===== config.mk =====
export PLATFORM = sky130hd
export DESIGN_NAME = sha1_message_digest_unit_flat
export DESIGN_NICKNAME = d
export VERILOG_FILES = /design/src/hdl/sha1_pkg.sv /design/src/hdl/sha1_in_if.sv /design/src/hdl/sha1_out_if.sv /design/src/hdl/sha1_front.sv /design/src/hdl/sha1_back.sv /design/src/hdl/sha1_message_digest_unit.sv /design/src/flat_wrapper.sv
export SDC_FILE = /design/constraint.sdc
export NUM_CORES = 2
export LEC_CHECK = 0
export ABC_AREA = 1
export CORE_AREA = 2 2 442 444
export CTS_CLUSTER_SIZE = 16
export DETAILED_ROUTE_END_ITERATION = 8
export DIE_AREA = 0 0 444 446
export DONT_BUFFER_PORTS = 1
export GPL_TIMING_DRIVEN = 0
export HOLD_SLACK_MARGIN = 0.15
export SLEW_MARGIN = 0
export SYNTH_ARGS = -nofsm -noshare
export SYNTH_HDL_FRONTEND = slang
export SYNTH_HIERARCHICAL = 1
export SYNTH_SLANG_ARGS = --single-unit

===== constraint.sdc =====
create_clock -name clk -period 34.1 [get_ports clk]
set_input_delay 0 -clock clk [delete_from_list [all_inputs] [get_ports clk]]
set_output_delay 0 -clock clk [all_outputs]
set_load 0.01 [all_outputs]

===== src/hdl/sha1_pkg.sv =====
package sha1_pkg;

    localparam logic [31:0] H0 = 32'h67452301;
    localparam logic [31:0] H1 = 32'hEFCDAB89;
    localparam logic [31:0] H2 = 32'h98BADCFE;
    localparam logic [31:0] H3 = 32'h10325476;
    localparam logic [31:0] H4 = 32'hC3D2E1F0;
    localparam logic [31:0] K0 = 32'h5A827999;
    localparam logic [31:0] K1 = 32'h6ED9EBA1;
    localparam logic [31:0] K2 = 32'h8F1BBCDC;
    localparam logic [31:0] K3 = 32'hCA62C1D6;
    localparam logic [7:0]  PAD_BYTE = 8'h80;

    // one queued beat from front to back
    typedef struct packed {
        logic [7:0] data_byte;
        logic       has_byte;
        logic       last;
    } sha1_item_t;

endpackage


===== src/hdl/sha1_in_if.sv =====
interface sha1_in_if;
    logic       valid;
    logic       ready;
    logic [7:0] data_byte;
    logic       has_byte;
    logic       last;
    modport source (output valid, output data_byte, output has_byte, output last, input ready);
    modport sink (input valid, input data_byte, input has_byte, input last, output ready);
endinterface


===== src/hdl/sha1_out_if.sv =====
interface sha1_out_if;
    logic        valid;
    logic        ready;
    logic [31:0] digest_word;
    logic [2:0]  word_index;
    logic        last_word;
    modport source (output valid, output digest_word, output word_index, output last_word,
                    input ready);
    modport sink (input valid, input digest_word, input word_index, input last_word,
                  output ready);
endinterface


===== src/hdl/sha1_front.sv =====
module sha1_front
(
    input  logic                clk,
    input  logic                rst_n,
    sha1_in_if.sink             in_ch,
    output sha1_pkg::sha1_item_t q_item,
    output logic                q_valid,
    input  logic                q_pop
);
    // two-entry queue, drops idle beats
    sha1_pkg::sha1_item_t mem_reg [2];
    logic       wr_ptr_reg, rd_ptr_reg;
    logic [1:0] cnt_reg;
    logic       push;

    assign in_ch.ready = (cnt_reg != 2'd2);
    assign push = in_ch.valid && in_ch.ready && (in_ch.has_byte || in_ch.last);
    assign q_valid = (cnt_reg != 2'd0);
    assign q_item = mem_reg[rd_ptr_reg];

    always_ff @(posedge clk)
    begin
        if (push)
        begin
            mem_reg[wr_ptr_reg] <= '{in_ch.data_byte, in_ch.has_byte, in_ch.last};
        end
    end

    always_ff @(posedge clk or negedge rst_n)
    begin
        if (!rst_n)
        begin
            wr_ptr_reg <= 1'b0;
            rd_ptr_reg <= 1'b0;
            cnt_reg    <= 2'd0;
        end
        else
        begin
            if (push)
            begin
                wr_ptr_reg <= ~wr_ptr_reg;
            end
            if (q_pop)
            begin
                rd_ptr_reg <= ~rd_ptr_reg;
            end
            cnt_reg <= cnt_reg + 2'(push) - 2'(q_pop);
        end
    end

    a_no_overflow: assert property (@(posedge clk) disable iff (!rst_n)
        cnt_reg != 2'd3) else $error("queue count out of range");
    a_pop_nonempty: assert property (@(posedge clk) disable iff (!rst_n)
        q_pop |-> q_valid) else $error("pop from empty queue");
    a_full_stall: assert property (@(posedge clk) disable iff (!rst_n)
        (cnt_reg == 2'd2) |-> !in_ch.ready) else $error("ready while full");
endmodule


===== src/hdl/sha1_back.sv =====
module sha1_back
(
    input  logic                 clk,
    input  logic                 rst_n,
    input  sha1_pkg::sha1_item_t q_item,
    input  logic                 q_valid,
    output logic                 q_pop,
    sha1_out_if.source           out_ch
);
    typedef enum logic [5:0] {
        S_IDLE  = 6'b000001,
        S_PAD   = 6'b000010,
        S_ROUND = 6'b000100,
        S_FOLD  = 6'b001000,
        S_LEN   = 6'b010000,
        S_OUT   = 6'b100000
    } state_t;

    state_t      state_reg, state_next;
    logic [31:0] h_reg [5];
    logic [31:0] w_reg [16];
    logic [31:0] a_reg, b_reg, c_reg, d_reg, e_reg;
    logic [6:0]  t_reg;
    logic [60:0] cnt_reg;
    logic [5:0]  pos_reg;      // byte position of padding fill
    logic        fin_reg;      // compressing within final padding
    logic        two_reg;      // length block still to go
    logic        pad_reg;      // block with the pad byte still to go
    logic [2:0]  oidx_reg;

    logic [31:0] f, k, tmp, wnew, wcur;
    logic [5:0]  pos;
    logic [5:0]  pad_pos;
    logic [63:0] bit_len;

    assign pos = cnt_reg[5:0];
    assign pad_pos = q_item.has_byte ? pos + 6'd1 : pos;
    assign bit_len = {cnt_reg, 3'b000};

    always_comb
    begin
        wnew = w_reg[13] ^ w_reg[8] ^ w_reg[2] ^ w_reg[0];
        wnew = {wnew[30:0], wnew[31]};
        wcur = (t_reg < 7'd16) ? w_reg[0] : wnew;
        if (t_reg < 7'd20)
        begin
            f = (b_reg & c_reg) | (~b_reg & d_reg);
            k = sha1_pkg::K0;
        end
        else if (t_reg < 7'd40)
        begin
            f = b_reg ^ c_reg ^ d_reg;
            k = sha1_pkg::K1;
        end
        else if (t_reg < 7'd60)
        begin
            f = (b_reg & c_reg) | (b_reg & d_reg) | (c_reg & d_reg);
            k = sha1_pkg::K2;
        end
        else
        begin
            f = b_reg ^ c_reg ^ d_reg;
            k = sha1_pkg::K3;
        end
        tmp = {a_reg[26:0], a_reg[31:27]} + f + e_reg + k + wcur;
    end

    assign q_pop = (state_reg == S_IDLE) && q_valid;
    assign out_ch.valid = (state_reg == S_OUT);
    assign out_ch.digest_word = h_reg[oidx_reg];
    assign out_ch.word_index = oidx_reg;
    assign out_ch.last_word = (oidx_reg == 3'd4);

    always_comb
    begin
        state_next = state_reg;
        unique case (state_reg)
            S_IDLE:
            begin
                if (q_valid)
                begin
                    if (q_item.has_byte && (pos == 6'd63))
                    begin
                        state_next = S_ROUND;
                    end
                    else if (q_item.last)
                    begin
                        state_next = S_PAD;
                    end
                end
            end
            S_PAD:   state_next = (pos_reg == 6'd63) ? S_ROUND : S_PAD;
            S_ROUND: state_next = (t_reg == 7'd79) ? S_FOLD : S_ROUND;
            S_FOLD:
            begin
                if (two_reg)
                begin
                    state_next = S_LEN;
                end
                else if (pad_reg)
                begin
                    state_next = S_PAD;
                end
                else if (fin_reg)
                begin
                    state_next = S_OUT;
                end
                else
                begin
                    state_next = S_IDLE;
                end
            end
            S_LEN:   state_next = (pos_reg == 6'd63) ? S_ROUND : S_LEN;
            S_OUT:   state_next = (out_ch.ready && oidx_reg == 3'd4) ? S_IDLE : S_OUT;
            default: state_next = S_IDLE;
        endcase
    end

    always_ff @(posedge clk or negedge rst_n)
    begin
        if (!rst_n)
        begin
            state_reg <= S_IDLE;
            h_reg     <= '{sha1_pkg::H0, sha1_pkg::H1, sha1_pkg::H2, sha1_pkg::H3,
                           sha1_pkg::H4};
            cnt_reg   <= '0;
            t_reg     <= '0;
            pos_reg   <= '0;
            fin_reg   <= 1'b0;
            two_reg   <= 1'b0;
            pad_reg   <= 1'b0;
            oidx_reg  <= '0;
        end
        else
        begin
            state_reg <= state_next;
            unique case (state_reg)
                S_IDLE:
                begin
                    t_reg <= '0;
                    if (q_valid)
                    begin
                        if (q_item.has_byte)
                        begin
                            cnt_reg <= cnt_reg + 61'd1;
                        end
                        pos_reg <= pad_pos;
                        fin_reg <= q_item.last;
                        pad_reg <= q_item.last;
                        two_reg <= q_item.last && (pad_pos >= 6'd56);
                    end
                end
                S_PAD:
                begin
                    pos_reg <= pos_reg + 6'd1;
                    if (pos_reg == 6'd63)
                    begin
                        pad_reg <= 1'b0;
                    end
                end
                S_ROUND:
                begin
                    t_reg <= t_reg + 7'd1;
                end
                S_FOLD:
                begin
                    t_reg    <= '0;
                    two_reg  <= 1'b0;
                    pos_reg  <= '0;
                    oidx_reg <= '0;
                    h_reg[0] <= h_reg[0] + a_reg;
                    h_reg[1] <= h_reg[1] + b_reg;
                    h_reg[2] <= h_reg[2] + c_reg;
                    h_reg[3] <= h_reg[3] + d_reg;
                    h_reg[4] <= h_reg[4] + e_reg;
                end
                S_LEN:
                begin
                    pos_reg <= pos_reg + 6'd1;
                end
                S_OUT:
                begin
                    if (out_ch.ready)
                    begin
                        oidx_reg <= oidx_reg + 3'd1;
                        if (oidx_reg == 3'd4)
                        begin
                            h_reg   <= '{sha1_pkg::H0, sha1_pkg::H1, sha1_pkg::H2,
                                         sha1_pkg::H3, sha1_pkg::H4};
                            cnt_reg <= '0;
                        end
                    end
                end
                default: ;
            endcase
        end
    end

    // block words shift in bytes at the tail and rotate out at the head during rounds
    always_ff @(posedge clk)
    begin
        if (state_reg == S_ROUND)
        begin
            for (int i = 0; i < 15; i++)
            begin
                w_reg[i] <= w_reg[i + 1];
            end
            w_reg[15] <= wcur;
            a_reg <= tmp;
            b_reg <= a_reg;
            c_reg <= {b_reg[1:0], b_reg[31:2]};
            d_reg <= c_reg;
            e_reg <= d_reg;
        end
        else
        begin
            a_reg <= h_reg[0];
            b_reg <= h_reg[1];
            c_reg <= h_reg[2];
            d_reg <= h_reg[3];
            e_reg <= h_reg[4];
            if ((state_reg == S_IDLE && q_valid && q_item.has_byte) || state_reg == S_PAD ||
                state_reg == S_LEN)
            begin
                logic [7:0] nb;
                if (state_reg == S_IDLE)
                begin
                    nb = q_item.data_byte;
                end
                else if (state_reg == S_PAD && pos_reg == pos)
                begin
                    nb = sha1_pkg::PAD_BYTE;
                end
                else if (!two_reg && pos_reg >= 6'd56)
                begin
                    // bit length fills the last eight bytes, most significant first
                    nb = bit_len[{~pos_reg[2:0], 3'b000} +: 8];
                end
                else
                begin
                    nb = 8'h00;
                end
                for (int i = 0; i < 15; i++)
                begin
                    w_reg[i] <= {w_reg[i][23:0], w_reg[i + 1][31:24]};
                end
                w_reg[15] <= {w_reg[15][23:0], nb};
            end
        end
    end

    a_out_only_final: assert property (@(posedge clk) disable iff (!rst_n)
        out_ch.valid |-> fin_reg) else $error("digest without last beat");
    a_round_bound: assert property (@(posedge clk) disable iff (!rst_n)
        (state_reg == S_ROUND) |-> (t_reg < 7'd80)) else $error("round counter overrun");
    a_pop_idle: assert property (@(posedge clk) disable iff (!rst_n)
        q_pop |-> (state_reg == S_IDLE)) else $error("pop while busy");
endmodule


===== src/hdl/sha1_message_digest_unit.sv =====
// SHA-1 over a byte stream, one byte per input beat. A front queue of two beats takes bytes
// while the back compresses. Every 64th byte starts an 80-round compression at one round per
// cycle. A last beat adds one or two padding blocks, each a fill followed by a compression,
// then five digest beats, most significant first.
module sha1_message_digest_unit
(
    input  logic       clk,
    input  logic       rst_n,
    sha1_in_if.sink    in_ch,
    sha1_out_if.source out_ch
);
    sha1_pkg::sha1_item_t q_item;
    logic                 q_valid, q_pop;

    sha1_front u_front (.clk, .rst_n, .in_ch, .q_item, .q_valid, .q_pop);
    sha1_back  u_back  (.clk, .rst_n, .q_item, .q_valid, .q_pop, .out_ch);
endmodule

===== src/flat_wrapper.sv =====
// flat-port wrapper written by rule: the top's interface ports become plain ports
module sha1_message_digest_unit_flat 
  (clk, rst_n, in_ch_valid, in_ch_data_byte, in_ch_has_byte, in_ch_last, in_ch_ready, out_ch_valid, out_ch_digest_word, out_ch_word_index, out_ch_last_word, out_ch_ready);
  sha1_in_if in_ch_i ();
  sha1_out_if out_ch_i ();
  input  logic clk;
  input  logic rst_n;
  input wire logic [$bits(in_ch_i.valid)-1:0] in_ch_valid;
  input wire logic [$bits(in_ch_i.data_byte)-1:0] in_ch_data_byte;
  input wire logic [$bits(in_ch_i.has_byte)-1:0] in_ch_has_byte;
  input wire logic [$bits(in_ch_i.last)-1:0] in_ch_last;
  output wire logic [$bits(in_ch_i.ready)-1:0] in_ch_ready;
  output wire logic [$bits(out_ch_i.valid)-1:0] out_ch_valid;
  output wire logic [$bits(out_ch_i.digest_word)-1:0] out_ch_digest_word;
  output wire logic [$bits(out_ch_i.word_index)-1:0] out_ch_word_index;
  output wire logic [$bits(out_ch_i.last_word)-1:0] out_ch_last_word;
  input wire logic [$bits(out_ch_i.ready)-1:0] out_ch_ready;
  assign in_ch_i.valid = in_ch_valid;
  assign in_ch_i.data_byte = in_ch_data_byte;
  assign in_ch_i.has_byte = in_ch_has_byte;
  assign in_ch_i.last = in_ch_last;
  assign in_ch_ready = in_ch_i.ready;
  assign out_ch_valid = out_ch_i.valid;
  assign out_ch_digest_word = out_ch_i.digest_word;
  assign out_ch_word_index = out_ch_i.word_index;
  assign out_ch_last_word = out_ch_i.last_word;
  assign out_ch_i.ready = out_ch_ready;
  sha1_message_digest_unit u_core (.clk(clk), .rst_n(rst_n), .in_ch(in_ch_i), .out_ch(out_ch_i));
endmodule

Yosys cells after proc, flatten, opt, wreduce, memory -nomap -nowiden. Memories as Yosys holds them, arrays and structs flattened. Cells that the tools add are included.

Magnitude comparators: 7. Mux-type cells: 73. Equality and inequality tests: 18. Bitwise logic cells: 33. Shift operators: 1. Reduce and logical (&&, ||, !) cells: 30. Add/subtract/negate cells: 16.

Operator list (count): $mux W32 (29); $mux W160 (2); $pmux W160 S2 (1); $add A32 B32 Y32 (9); $mux W61 (4); $xor A32 B32 Y32 (5); $and A32 B32 Y32 (4); $pmux W61 S2 (1); $bmux W32 S3 (1); $or A32 B32 Y32 (3); $shiftx A64 B7 Y8 (1); $add A61 B1 Y61 const B (1); $mux W6 (9); $mux W8 (5); $pmux W6 S6 (1); $not A32 Y32 (1); $mux W31 (1); $eq A6 B6 Y1 const B (3); $pmux W6 S3 (1); $or A1 B1 Y1 (16); $lt A7 B5 Y1 const B (2); $lt A7 B6 Y1 const B (2); $pmux W7 S2 (1); $add A6 B1 Y6 const B (2); other kinds (35) (73).

Memories kept: 2. Bits in writable memories: 532. Word-level logic and storage cells: 201. Output and inout bits: 38. Input port bits: 14. Register bits after elaboration: 410.

Memories: u_core.u_back.w_reg (words 16, width 32, read ports 16, clocked after Yosys merged registers in 0, wr ports 16, line sha1_back.sv:21) `logic [31:0] w_reg [16];`; u_core.u_front.mem_reg (words 2, width 10, read ports 1, clocked after Yosys merged registers in 0, wr ports 1, line sha1_front.sv:11) `sha1_pkg::sha1_item_t mem_reg [2];`.

Longest topological paths before layout.
Word-level depth: 11. Mapped depth: 28. Mapped depth without buffers: 27.

Cells and area by module. The synthesis kept the hierarchy.

Modules (own cells, without submodules): sha1_back (area each 56596.8 µm², seq. area each 24835.1 µm², times used 1, cells an instance 7120); sha1_front (area each 997.2 µm², seq. area each 700.7 µm², times used 1, cells an instance 59).

Least setup slack after synthesis. Ideal clock, no wire load.

Kind: register to register. From: register u_core.u_front.rd_ptr_reg. To: memory u_core.u_back.w_reg[0][0], enable pin. Clock period less this slack: 13.678 ns. Cell stages (with the launch flop): 10. Library setup time: 3.664 ns. Data arrival time: 10.014 ns. Data required time: 30.436 ns. Buffers on the path: 4. Setup slack: 20.422 ns. Cell sequence: dfrtp_1 -> buf_6 -> mux2_4 -> clkbuf_1 -> inv_1 -> nor2_4 -> nor2_4 -> buf_2 -> buf_2 -> nand2_1.

RTL lines: start: declaration (line sha1_front.sv:12) `logic wr_ptr_reg, rd_ptr_reg;`; start signal: assignment (line sha1_front.sv:45) `rd_ptr_reg <= ~rd_ptr_reg;`; end: declaration (line sha1_back.sv:21).

Worst setup path after layout.
From: register u_core.u_back.t_reg[5]. To: register u_core.u_back.a_reg[25].

Longest elaborated chain between the ends: 9. Elaborated cells between the ends (all ways): 16. Those cells by class: add/sub: 4; order compare: 4; mux: 8.

Ends and longest elaborated chain: start: declaration (line sha1_back.sv:23) `logic [6:0] t_reg;`; start signal: assignment (line sha1_back.sv:163) `t_reg <= t_reg + 7'd1;`; $lt A7 B6 Y1 (line sha1_back.sv:55) `else if (t_reg < 7'd60)`; $mux W32 (line sha1_back.sv:55); $mux W32 (line sha1_back.sv:50) `else if (t_reg < 7'd40)`; $mux W32 (line sha1_back.sv:45) `if (t_reg < 7'd20)`; $add A32 B32 Y32 (3 in a row) (line sha1_back.sv:65) `tmp = {a_reg[26:0], a_reg[31:27]} + f + e_reg + k + wcur;`; $add A32 B32 Y32 * (line sha1_back.sv:65); $mux W32 * (line sha1_back.sv:202) `if (state_reg == S_ROUND)`; end signal: assignment (line sha1_back.sv:209) `a_reg <= tmp;`; end signal: assignment (line sha1_back.sv:217) `a_reg <= h_reg[0];`; end: declaration (line sha1_back.sv:22) `logic [31:0] a_reg, b_reg, c_reg, d_reg, e_reg;`.

Mark *: on every way between the ends. The rest lies on a longest branch, timed or not. A chain may end at the register's enable or synchronous reset.

==> summary.txt <==
Routing
  • Via/cell ratio: approximately 5.3
  • Residual DRC: 0
  • Wirelength per Cell: ~25 um
  • Antenna viol nets, final: 0
  • Max Used Layer: met5
  • DR vias: 53340
  • Met3 routed wirelength: 22580 um
  • Wire length on met2: approximately 110000 um
  • Iter 0 DRT Violations: roughly 7000
  • WL final: between 200000 and 250000 um
  • Initial DRT Pass Iterations: 5
  • Metal-1 WL: 103400 um

Synth
  • Sequential fraction of the synthesis area: 0.4434
  • Post-synth EDFFs: between 500 and 600
  • Post-synth top flop: edfxtp_1
  • Ranking of synthesized cells by area: edfxtp_1 28%, nand2_1 13%, dfrtp_1 7.3%
  • Mapped Nets: ~7500
  • Yosys warns: 6
  • Area leader, netlist: edfxtp_1
  • Async SR Flop Fraction: 0.2654
  • Yosys reg bits: 942
  • Distinct cells, synth: 64
  • Post-synthesis area per instance: ~8.0 sq um
  • Synth top area share: 0.2774
  • Synthesized instance count: roughly 7200
  • Most common cell in the netlist: nand2_1
  • Cell Area, Synth: roughly 58000 sq um
  • Most common library cells after synthesis: 2018 x nand2_1, 933 x inv_1, 755 x o21ai_0

Cells and area
  • Layout cell share with drive strength beyond 1: 0.06073
  • # nets final: 7668
  • Fillers: approximately 20000
  • Fin area: 65230 sq um
  • Max reg flops: 512
  • Footprint of the multi-input gates: 27340 sq um
  • Synth-to-Final Area Change: 13.26%
  • Storage cell area: approximately 26000 sq um

Die
  • Die area: slightly below 200000 sq um
  • Rows: approximately 160
  • Total core area: a little under 200000 sq um
  • Die X: approximately 440 um
  • Vert. Die Dim: 446 um
  • Starting density of the core: 0.2975
  • IO Pins: 52

Clock tree
  • Clock Latency Late Sink: roughly 0.80 ns
  • H-Tree Depth: 3
  • Root buf cell: clkbuf_16
  • # clock sinks: about 940
  • CTS tree: built
  • CTS max path bufs: 3
  • CTS Buf Count: approximately 110
  • Clock transition at path regs: around 0.06 ns

Setup path
  • CP Data Arrival Time: approximately 8 ns
  • CP Cell Sequence: inv_1, nor2_1, nand3_2, nand2_2, buf_1, o22ai_1, nor2_1, fa_1, fa_1, inv_1, fa_1, inv_1, ha_1, nand2_1, nor2_1, inv_1, nor3_1, nand3_1, or2_2, nand3_1, nand2_1, nand3_1, o21ai_0
  • WS Path Type: register to register
  • Critical Path RT: approximately 35 ns
  • Crit path capture type: register
  • Worst r2r src: u_core/u_back/t_reg[5]
  • FF-to-FF End: u_core/u_back/a_reg[25]
  • Crit-path max FO: 11
  • Reg2reg path depth: 23
  • Worst R2R Setup Slack: 26.94 ns
  • CP most frequent cell: inv_1
  • Delay of the slowest critical-path stage: approximately 0.75 ns
  • Worst setup SP type: register
  • Critical path's slowest cell: buf_1

Worst hold path
  • Hold depth: 4
  • Hold Path End: u_core/u_front/cnt_reg[1]
  • Worst Min Path Start: in_ch_valid
  • Hold crit path type: primary input to register

STA
  • Final period util: 0.2100
  • Slew margin rel.: -0.04382
  • Setup Viol. Count Final: 0
  • TNS Setup: 0 ns
  • Tmin final: 7.161 ns
  • Worst-Margin Slew: around 1.6 ns
  • Fin. max-slew vios: 21
  • Final hold vios: 0
  • Skew final: just over 0.09 ns
  • Fmax: roughly 0.14 GHz
  • Final worst setup slack: about 27 ns
  • RSZ-0062 raised after global routing: false

Power
  • PD cells: about 80 nW/um^2
  • Total leakage power: between 20 and 30 nW
  • Maximum vdd ir drop: slightly below 70 uV
  • Clock power frac: 0.248
  • Final Total Pwr: about 0.0052 W
  • Comb pwr share: 0.348
  • Pint: between 0.003 and 0.004 W
  • Sequential share of power: 0.404
  • Sw frac: 0.3978
  • Sw Pwr: about 0.0021 W

GRT
  • Largest net degree at the start of global routing: between 200 and 300
  • First-pass GRT wire length: between 300000 and 400000 um
  • GR Overflow Total: 0
  • Initial antenna violation count: 14
  • Vias in the first global route: about 50000
  • GRT Overall Usage: 0.2451

Placed design
  • Port bufs: 0
  • GPL Wtd Cong: between 1 and 1.5
  • Post-Place Worst Slack: 27.17 ns
  • Placed inst area: approximately 61000 sq um
  • DP HPWL: 195900 um

Status
  • Failing checks: capacitance limit, slew limit
  • Status: finished, violations left

Run
  • MaxCap Viol Count: 3
## power groups by stage
stage                     registers (W)  logic (W)  clock network, W
after floorplan                 0.00218    0.00118                 0
after global placement          0.00241    0.00170                 0
after detailed placement        0.00211    0.00176                 0
after CTS                       0.00209    0.00178           0.00131
after global routing            0.00213    0.00199           0.00135
final                           0.00210    0.00181           0.00129
## area by class of cell
class                   instances  share of cell area
multi-input cells            5037              0.4191
flip-flops and latches        942              0.3914
inverters                     944             0.05432
well taps                    2542             0.04876
clock buffers                 144             0.04603
plain buffers                 256             0.01824
clock inverters                66             0.01379
repair buffers                 37            0.008132
diodes                          4           0.0001534
## layout by cell type (no fill, tap or decap), drive strengths merged, types with 6 or more instances in the layout
cell type and count:
nand2 2024, inv 946, o21ai 880, edfxtp 532, nor2 418, a21oi 388
nand3 288, clkbuf 278, ha 200, dfrtp 169, dfxtp 160, buf 132
fa 125, xnor2 108, nand4 99, dfstp 81, o22ai 77, nor3 72
xor2 65, clkinv 39, dlygate4sd3 27, nand3b 25, a21o 24, o21a 22
o21bai 22, a221oi 19, o211ai 19, o31ai 19, a211oi 18, a21boi 18
or2 18, bufinv 17, nor4 15, a31oi 14, a22oi 12, and3 10
mux2 10, clkinvlp 8, nor3b 6
## metrics by stage
| step | hold slack, ns | std cells | util |
|---|---|---|---|
| floorplan | -0.2956 | 7179 | - |
| global placement | -0.2680 | 9721 | 0.3140 |
| detailed placement | -0.2691 | 9729 | 0.3151 |
| CTS | 0.1561 | 9966 | 0.3368 |
| global route | 0.2099 | 9968 | 0.3369 |
| finish | 0.2032 | 9972 | 0.3370 |
## critical path: cells and delay by family, from the launching register on
kind | cells | cell delay [ns]
AO/OA/AOI/OAI | 2 | 0.27
AND/OR/NAND/NOR | 12 | 3.20
buffers and inverters | 5 | 1.05
adder cells (fa/ha/maj) | 4 | 2.10
flip-flops | 1 | 0.41
## metal layers
| metal | up-vias | track usage |
|---|---|---|
| li1 | 24130 | - |
| met1 | 25910 | 0.3311 |
| met2 | 2756 | 0.3772 |
| met3 | 539 | 0.04309 |
| met4 | 14 | 0.1221 |
| met5 | - | 0 |
## logic make-up after synthesis
kind of cell,after synthesis,synth area share
and+or+nand+nor,2981,0.2132
AOI/OAI and AO/OA,1547,0.1455
buffers and inverters,1200,0.08203
DFF,942,0.4434
adders and majority gates,325,0.08690
xor gates and xnor gates,173,0.02631
muxes,11,0.002716
## how the worst max path moves through the flow
stage                     cells after the start                          end                  startpoint
after global placement                        5  u_core/u_back/w_reg[0][168]  u_core/u_back/state_reg[0]
after global routing                         23      u_core/u_back/a_reg[25]      u_core/u_back/t_reg[3]
after CTS                                    20      u_core/u_back/a_reg[19]      u_core/u_back/t_reg[5]
final                                        23      u_core/u_back/a_reg[25]      u_core/u_back/t_reg[5]
after floorplan                               9    u_core/u_back/w_reg[0][0]   u_core/u_front/rd_ptr_reg
after detailed placement                     23      u_core/u_back/a_reg[25]      u_core/u_back/t_reg[3]
## timing repair
| action | CTS | global route |
|---|---|---|
| gates resized for setup | 0 | 0 |
| hold endpoints to repair | 301 | 51 |
| setup buffers | 0 | 0 |
| hold buffers | 27 | 1 |
No activity file was read; power rests on OpenSTA's default activity.
